$ cat src/hw/rtl/isq_ram.sv
// Generic single-write, single-read RAM with registered read data.
// No dependencies.
`default_nettype none

module isq_ram #(
    parameter int WIDTH = 32,
    parameter int DEPTH = 16
) (
    input  wire logic                     clk,
    input  wire logic                     we,
    input  wire logic [$clog2(DEPTH)-1:0] waddr,
    input  wire logic [WIDTH-1:0]         wdata,
    input  wire logic                     re,
    input  wire logic [$clog2(DEPTH)-1:0] raddr,
    output      logic [WIDTH-1:0]         rdata
);

    logic [WIDTH-1:0] mem [DEPTH];

    always_ff @(posedge clk)
    begin
        if (we)
        begin
            mem[waddr] <= wdata;
        end
        if (re)
        begin
            rdata <= mem[raddr];
        end
    end

endmodule

`default_nettype wire

$ cat config.mk
export PLATFORM = sky130hd
export DESIGN_NAME = isq_ram
export DESIGN_NICKNAME = d
export VERILOG_FILES = /design/src/hw/rtl/isq_ram.sv
export SDC_FILE = /design/constraint.sdc
export NUM_CORES = 1
export LEC_CHECK = 0
export BUFFER_PORTS_ARGS = -buffer_cell sky130_fd_sc_hd__buf_2
export CAP_MARGIN = 20
export CORE_MARGIN = 1
export CORE_UTILIZATION = 61
export DETAILED_ROUTE_END_ITERATION = 10
export GPL_TIMING_DRIVEN = 0
export PLACE_DENSITY_LB_ADDON = 0.05
export SLEW_MARGIN = 20
export SYNTH_ARGS = -nofsm -noshare
export SYNTH_HDL_FRONTEND = slang
export SYNTH_SLANG_ARGS = --single-unit
$ cat constraint.sdc
create_clock -name clk -period 4.75 [get_ports clk]
set_input_delay 0.475 -clock clk [delete_from_list [all_inputs] [get_ports clk]]
set_output_delay 0.475 -clock clk [all_outputs]
set_load 0.005 [all_outputs]
==> results of run 1 <==
==> synth_stat cells, drive strengths merged <==
library cell,instances,area (um2)
a22oi,64,480.5
and2,1,6.260
buf,26,158.9
clkbuf,17,63.81
edfxtp,544,16340
mux4,128,2883
nand2,33,123.9
nand2b,2,12.51
nand3,1,5.000
nand3b,2,15.01
nor2,13,48.80
nor2b,2,12.51
nor3,4,20.02
or3b,1,8.760
==> path summary, 6_finish.rpt <==
path / to / cells past startpoint
max: mem[0][28] / 6
min: mem[10][24] / 1
max reg2reg: rdata[5] / 3
min reg2reg: rdata[8] / 3
==> registers in the layout (all words and copies together), names as in the netlist <==
name and cells:
mem 512, rdata 32
==> report_power, final <==
part / total [mW] / internal (mW) / switching [mW]
sequential: 5.44 / 5.41 / 0.0276
combinational: 0.481 / 0.197 / 0.284
clock: 3.75 / 2.14 / 1.61
total: 9.67 / 7.75 / 1.92
==> cell type report <==
type	count	area (um2)
flip-flops and latches	544	16340
well taps	442	553.0
plain buffers	43	222.7
repair buffers	102	773.2
clock inverters	26	160.2
multi-input cells	251	3726
fillers	1945	9380
diodes	1	2.502
clock buffers	68	1383
==> cell families (layout without fill, tap and decap cells) <==
logic type             Yosys count  count (layout)
and+or+nand+nor                 59              59
buffers and inverters           43             239
DFF                            544             544
muxes                          128             128
other                            0               1
AOI/OAI and AO/OA               64              64
==> worst max-delay path, stage by stage <==
cell	delay [ps]
buf_2	120
or3b_2	600
nor3_2	510
buf_4	270
buf_4	200
buf_6	180
==> layer usage <==
| metal | vias up | GRT usage | wire length [um] |
|---|---|---|---|
| met5 | - | 0 | 13 |
| met4 | 2 | 0.07800 | 1018 |
| met3 | 79 | 0.03724 | 2784 |
| met2 | 398 | 0.4276 | 21240 |
| met1 | 4897 | 0.3638 | 16830 |
| li1 | 3924 | - | - |
==> results.sh, run 1 <==
export IMPL_die_h_um=183.9
export IMPL_final_setup_tns_ps=0
export IMPL_cp_max_fo=7
export IMPL_die_area_um2=33800
export IMPL_hp_class="in -> reg"
export IMPL_slew_headroom=0.3204
export IMPL_grtUsageTotal=0.2582
export IMPL_crit_path_start_kind="primary input"
export IMPL_postCtsSetupBuffers=0
export IMPL_layout_commonest_cell="edfxtp_1"
export IMPL_power_mw=9.670
export IMPL_die_w_um=183.9
export IMPL_hold_viol=0
export IMPL_cts_tree="yes"
export IMPL_syn_num_nets=881
export IMPL_fin_ws_ps=2657
export IMPL_outcome="finished, final reports clean"
export IMPL_max_cap_viol_count=0
export IMPL_place_ws_ps=2147
export IMPL_utilization=0.7117
export IMPL_arrival_ps=2350
export IMPL_setup_viol=0
export IMPL_num_rows=66
export IMPL_yosysUniqueCellTypes=17
export IMPL_max_freq_ghz=0.4777
export IMPL_ctsHoldBuffers=0
export IMPL_cts_root_buf="clkbuf_16"
export IMPL_yosys_warnings=0
export IMPL_clk_pin_slew_ps=60
export IMPL_routed_wl_um=41890
export IMPL_rsz0062_at_grt="false"
export IMPL_synth_mux_area_frac=0.1429
export IMPL_ys_seq_area_frac=0.8097
export IMPL_clockBufferDepth=3
export IMPL_clk_latency_ps=550
export IMPL_post_route_min_period_ps=2093
export IMPL_grt_start_max_net_pins=33
export IMPL_cts_max_level=2
export IMPL_drtIter0Drc=857
export IMPL_gp_congestion=0.7911
export IMPL_synth_xor_area_frac=0
export IMPL_vdd_drop_max_mv=0.3317
export IMPL_synth_simple_area_share=0.01253
export IMPL_skew_ps=8.324
export IMPL_whs_ps=278.6
export IMPL_slew_violations=0
export IMPL_first_global_vias=9684
export IMPL_power_density_nw_per_um2=417.6
export IMPL_dr_pass1_iters=5
export IMPL_dp_hpwl_um=26030
export IMPL_cp_required_ps=5010
export IMPL_grt_overflow_total=0
export IMPL_post_route_drc_count=0
export IMPL_netlist_area_um2=20170
export IMPL_syn_instance_count=838
export IMPL_fin_cells=1477
export IMPL_cts_repair_resized=0
export IMPL_rr_startpoint="mem[3][5]"
export IMPL_crit_path_end_kind="register"
export IMPL_pin_count=75
export IMPL_dpl_instance_area_um2=21610
export IMPL_drive_gt1_frac=0.3162
export IMPL_start_util=0.6201
export IMPL_tightest_slew_ps=1019
export IMPL_antenna_found_initial=2
export IMPL_syn_to_final_growth_pct=14.78
export IMPL_num_vias=9300
export IMPL_grt_pass1_wl_um=61130
export IMPL_ys_ff_latch=544
export IMPL_ant_nets=0
export IMPL_path_class="in -> reg"
export IMPL_clock_sinks=544
export IMPL_post_route_period_util=0.4407
export IMPL_fin_area_um2=23160
export IMPL_viasPerCell=6.297
export IMPL_rrSetupSlack_ps=3230
export IMPL_synthAdderAreaFrac=0
export IMPL_cts_buffers=52
export IMPL_wl_per_cell_um=28.36
export IMPL_core_um2=32540
export IMPL_placed_cells=1382
export IMPL_critPathLaunch="waddr[2]"
export IMPL_synth_top_family_by_area="multiplexers"
export IMPL_min_from="wdata[24]"
export IMPL_io_buffers=72
export IMPL_avgSynthCellArea_um2=24.07
export IMPL_finalNetCount=1037
export IMPL_synth_compound_area_share=0.02382
export IMPL_layout_common_cells="edfxtp_1, mux4_2, buf_2"
export IMPL_p_leak_nw=7.427
(Power assumes the default switching activity.)
==> inputs of run 2 (changes only) <==
ABC_AREA = 1   (was unset)
clock period = 2.15 ns   (was 4.75 ns; I/O delays follow)
==> run 2 against run 1 <==
  * Global-route usage is 7.5 points higher
  * Die area grew 14%
  * Via count grew 71%
  * Count of clock-buffer cells in the layout is 2 lower
  * Critical endpoint is now mem[6][7]
  * Routed wire length rose by 50%
  * Sequential power grew 120%
  * Setup slack worse by 2000 ps
  * Hold slack got worse by 270 ps
  * Power rose by 130%
  * Clock skew rose by 22 ps
  * Sequential share of layout area down 9.0 points
==> results.sh, run 2 <==
export IMPL_die_w_um=196.4
export IMPL_hp_class="in -> reg"
export IMPL_slew_violations=0
export IMPL_vdd_drop_max_mv=0.6582
export IMPL_cp_max_fo=18
export IMPL_max_freq_ghz=0.6673
export IMPL_cts_buffers=53
export IMPL_rr_startpoint="mem[1][16]"
export IMPL_io_buffers=72
export IMPL_synthTopCellsByCount="nand2_1, edfxtp_1, inv_1"
export IMPL_cp_top_family="simple AND/OR/NAND/NOR gates"
export IMPL_crit_chain="buf_2, nand3b_1, nor2_4, buf_16"
export IMPL_min_from="wdata[8]"
export IMPL_cts_root_buf="clkbuf_16"
export IMPL_critPathBufInv=2
export IMPL_reg2reg_to="rdata[16]"
export IMPL_synth_top_area_frac=0.7087
export IMPL_syn_num_nets=2163
export IMPL_netlist_area_um2=23050
export IMPL_netlist_top_cells_area="edfxtp_1, nand2_1, nand3_1"
export IMPL_power_density_nw_per_um2=853.3
export IMPL_max_cap_viol_count=0
export IMPL_cp_required_ps=2450
export IMPL_viasPerCell=5.615
export IMPL_cts_repair_resized=0
export IMPL_synthAdderAreaFrac=0
export IMPL_rsz0062_at_grt="false"
export IMPL_synth_area_leader_cell="edfxtp_1"
export IMPL_synth_compound_area_share=0
export IMPL_clk_latency_ps=620
export IMPL_yosysUniqueCellTypes=14
export IMPL_postCtsSetupBuffers=0
export IMPL_crit_path_start_kind="primary input"
export IMPL_slew_headroom=0.2661
export IMPL_antenna_found_initial=0
export IMPL_max_stage_delay_ps=760
export IMPL_synth_mux_area_frac=0
export IMPL_largest_register="mem"
export IMPL_post_route_drc_count=0
export IMPL_clockBufferDepth=3
export IMPL_num_vias=15920
export IMPL_synth_xor_area_frac=0
export IMPL_path_class="in -> reg"
export IMPL_dp_hpwl_um=39370
export IMPL_post_route_period_util=0.6970
export IMPL_min_to="mem[6][8]"
export IMPL_dpl_instance_area_um2=24600
export IMPL_outcome="finished, final reports clean"
export IMPL_die_area_um2=38570
export IMPL_tightest_slew_ps=1101
export IMPL_drtIter0Drc=1899
export IMPL_routed_wl_um=62750
export IMPL_synthArstFlopShare=0
export IMPL_grt_pass1_wl_um=92040
export IMPL_fin_cells=2836
export IMPL_synth_edff_count=544
export IMPL_core_um2=36870
export IMPL_p_leak_nw=11.32
export IMPL_ys_seq_area_frac=0.7087
export IMPL_synth_top_family_by_area="simple AND/OR/NAND/NOR gates"
export IMPL_arrival_ps=1800
export IMPL_placed_cells=2714
export IMPL_largest_reg_flops=512
export IMPL_die_h_um=196.4
export IMPL_first_global_vias=15260
export IMPL_synth_most_common_cell="nand2_1"
export IMPL_ant_nets=0
export IMPL_gp_congestion=0.8293
export IMPL_drive_gt1_frac=0.1115
export IMPL_ys_ff_latch=544
export IMPL_utilization=0.7196
export IMPL_grt_overflow_total=0
export IMPL_syn_to_final_growth_pct=15.11
export IMPL_power_mw=22.64
export IMPL_num_rows=70
export IMPL_clk_pin_slew_ps=60
export IMPL_fin_area_um2=26530
export IMPL_hold_viol=0
export IMPL_wl_per_cell_um=22.13
export IMPL_cts_tree="yes"
export IMPL_r2r_cells=6
export IMPL_syn_instance_count=2120
export IMPL_rrSetupSlack_ps=910
export IMPL_final_setup_tns_ps=0
export IMPL_layout_common_cells="nand2_1, edfxtp_1, inv_1"
export IMPL_clock_sinks=544
export IMPL_n_antenna_cell=0
export IMPL_crit_path_end_kind="register"
export IMPL_setup_viol=0
export IMPL_synth_ff_type="edfxtp_1"
export IMPL_synth_simple_area_share=0.1973
export IMPL_cts_max_level=2
export IMPL_yosys_warnings=0
export IMPL_slowest_stage="nor2_4"
export IMPL_post_route_min_period_ps=1499
export IMPL_grt_start_max_net_pins=33
export IMPL_layout_commonest_cell="nand2_1"
export IMPL_finalNetCount=2335
export IMPL_start_util=0.6251
export IMPL_whs_path_depth=1
export IMPL_skew_ps=30.65
export IMPL_pin_count=75
export IMPL_dr_pass1_iters=6
export IMPL_top_regs="mem (512), rdata (32)"
export IMPL_avgSynthCellArea_um2=10.87
export IMPL_grtUsageTotal=0.3331
run 2: changes by cell type after synthesis, moves of 37 or more:
cell     delta
a22oi_1    -64
buf_2      +37
inv_1     +388
mux4_2    -128
nand2_1   +644
nand3_1   +384
run 2: cell type report:
cell class,instances,area [um2]
Buffer,105,701.9
Clock buffer,66,1418
Clock inverter,29,240.2
Fill cell,2559,10340
Inverter,390,1466
Multi-Input combinational cell,1081,4667
Sequential cell,544,16340
Tap cell,504,630.6
Timing Repair Buffer,117,1074
run 2: timing repair:
item / CTS / global route
hold buffers: 27 / 0
setup endpoints to repair: 0 / 0
endpoints found under the hold margin: 416 / 0
run 2: cell families after synthesis:
| logic type | Yosys count |
|---|---|
| flops | 544 |
| buf+inv | 495 |
| simple gates | 1081 |
run 2: worst register-to-register path: stages (launching register included):
cell and delay (ps):
edfxtp_1 370, inv_1 70, nand2_1 60, nand3_1 100, nand3_1 100, nand3_1 170, nand2_1 110
run 2: worst max-delay path by stage:
stage            endpoint     start  slack [ps]  cells past startpoint
3_5_place_dp   mem[9][12]  waddr[2]          60                      4
5_1_grt         mem[6][7]  waddr[3]         630                      4
2_1_floorplan  mem[10][0]  waddr[2]         -60                      2
6_report        mem[6][7]  waddr[3]         650                      4
4_1_cts        mem[9][10]  waddr[2]         680                      4
3_3_place_gp   mem[8][12]  waddr[2]       -1880                      3
run 2: metrics by stage:
step                setup WS [ps]  hold slack (ps)
global placement            -1880            588.3
finish                      651.4            9.838
detailed placement          56.10            596.6
global route                631.3            23.87
floorplan                  -57.70            313.9
CTS                         681.3            4.180
run 2: layer usage:
layer	wire, um	part of all wire	vias to the layer above	track usage
met3	6712	0.11	166	0.04329
li1	-	-	7219	-
met5	0	0	-	0
met4	2622	0.042	0	0.1571
met1	24790	0.40	7551	0.4744
met2	28620	0.46	988	0.5172
run 2: power by group:
part           internal [mW]  switching [mW]
sequential              11.9          0.0567
clock                   5.13            3.88
combinational          0.479            1.15
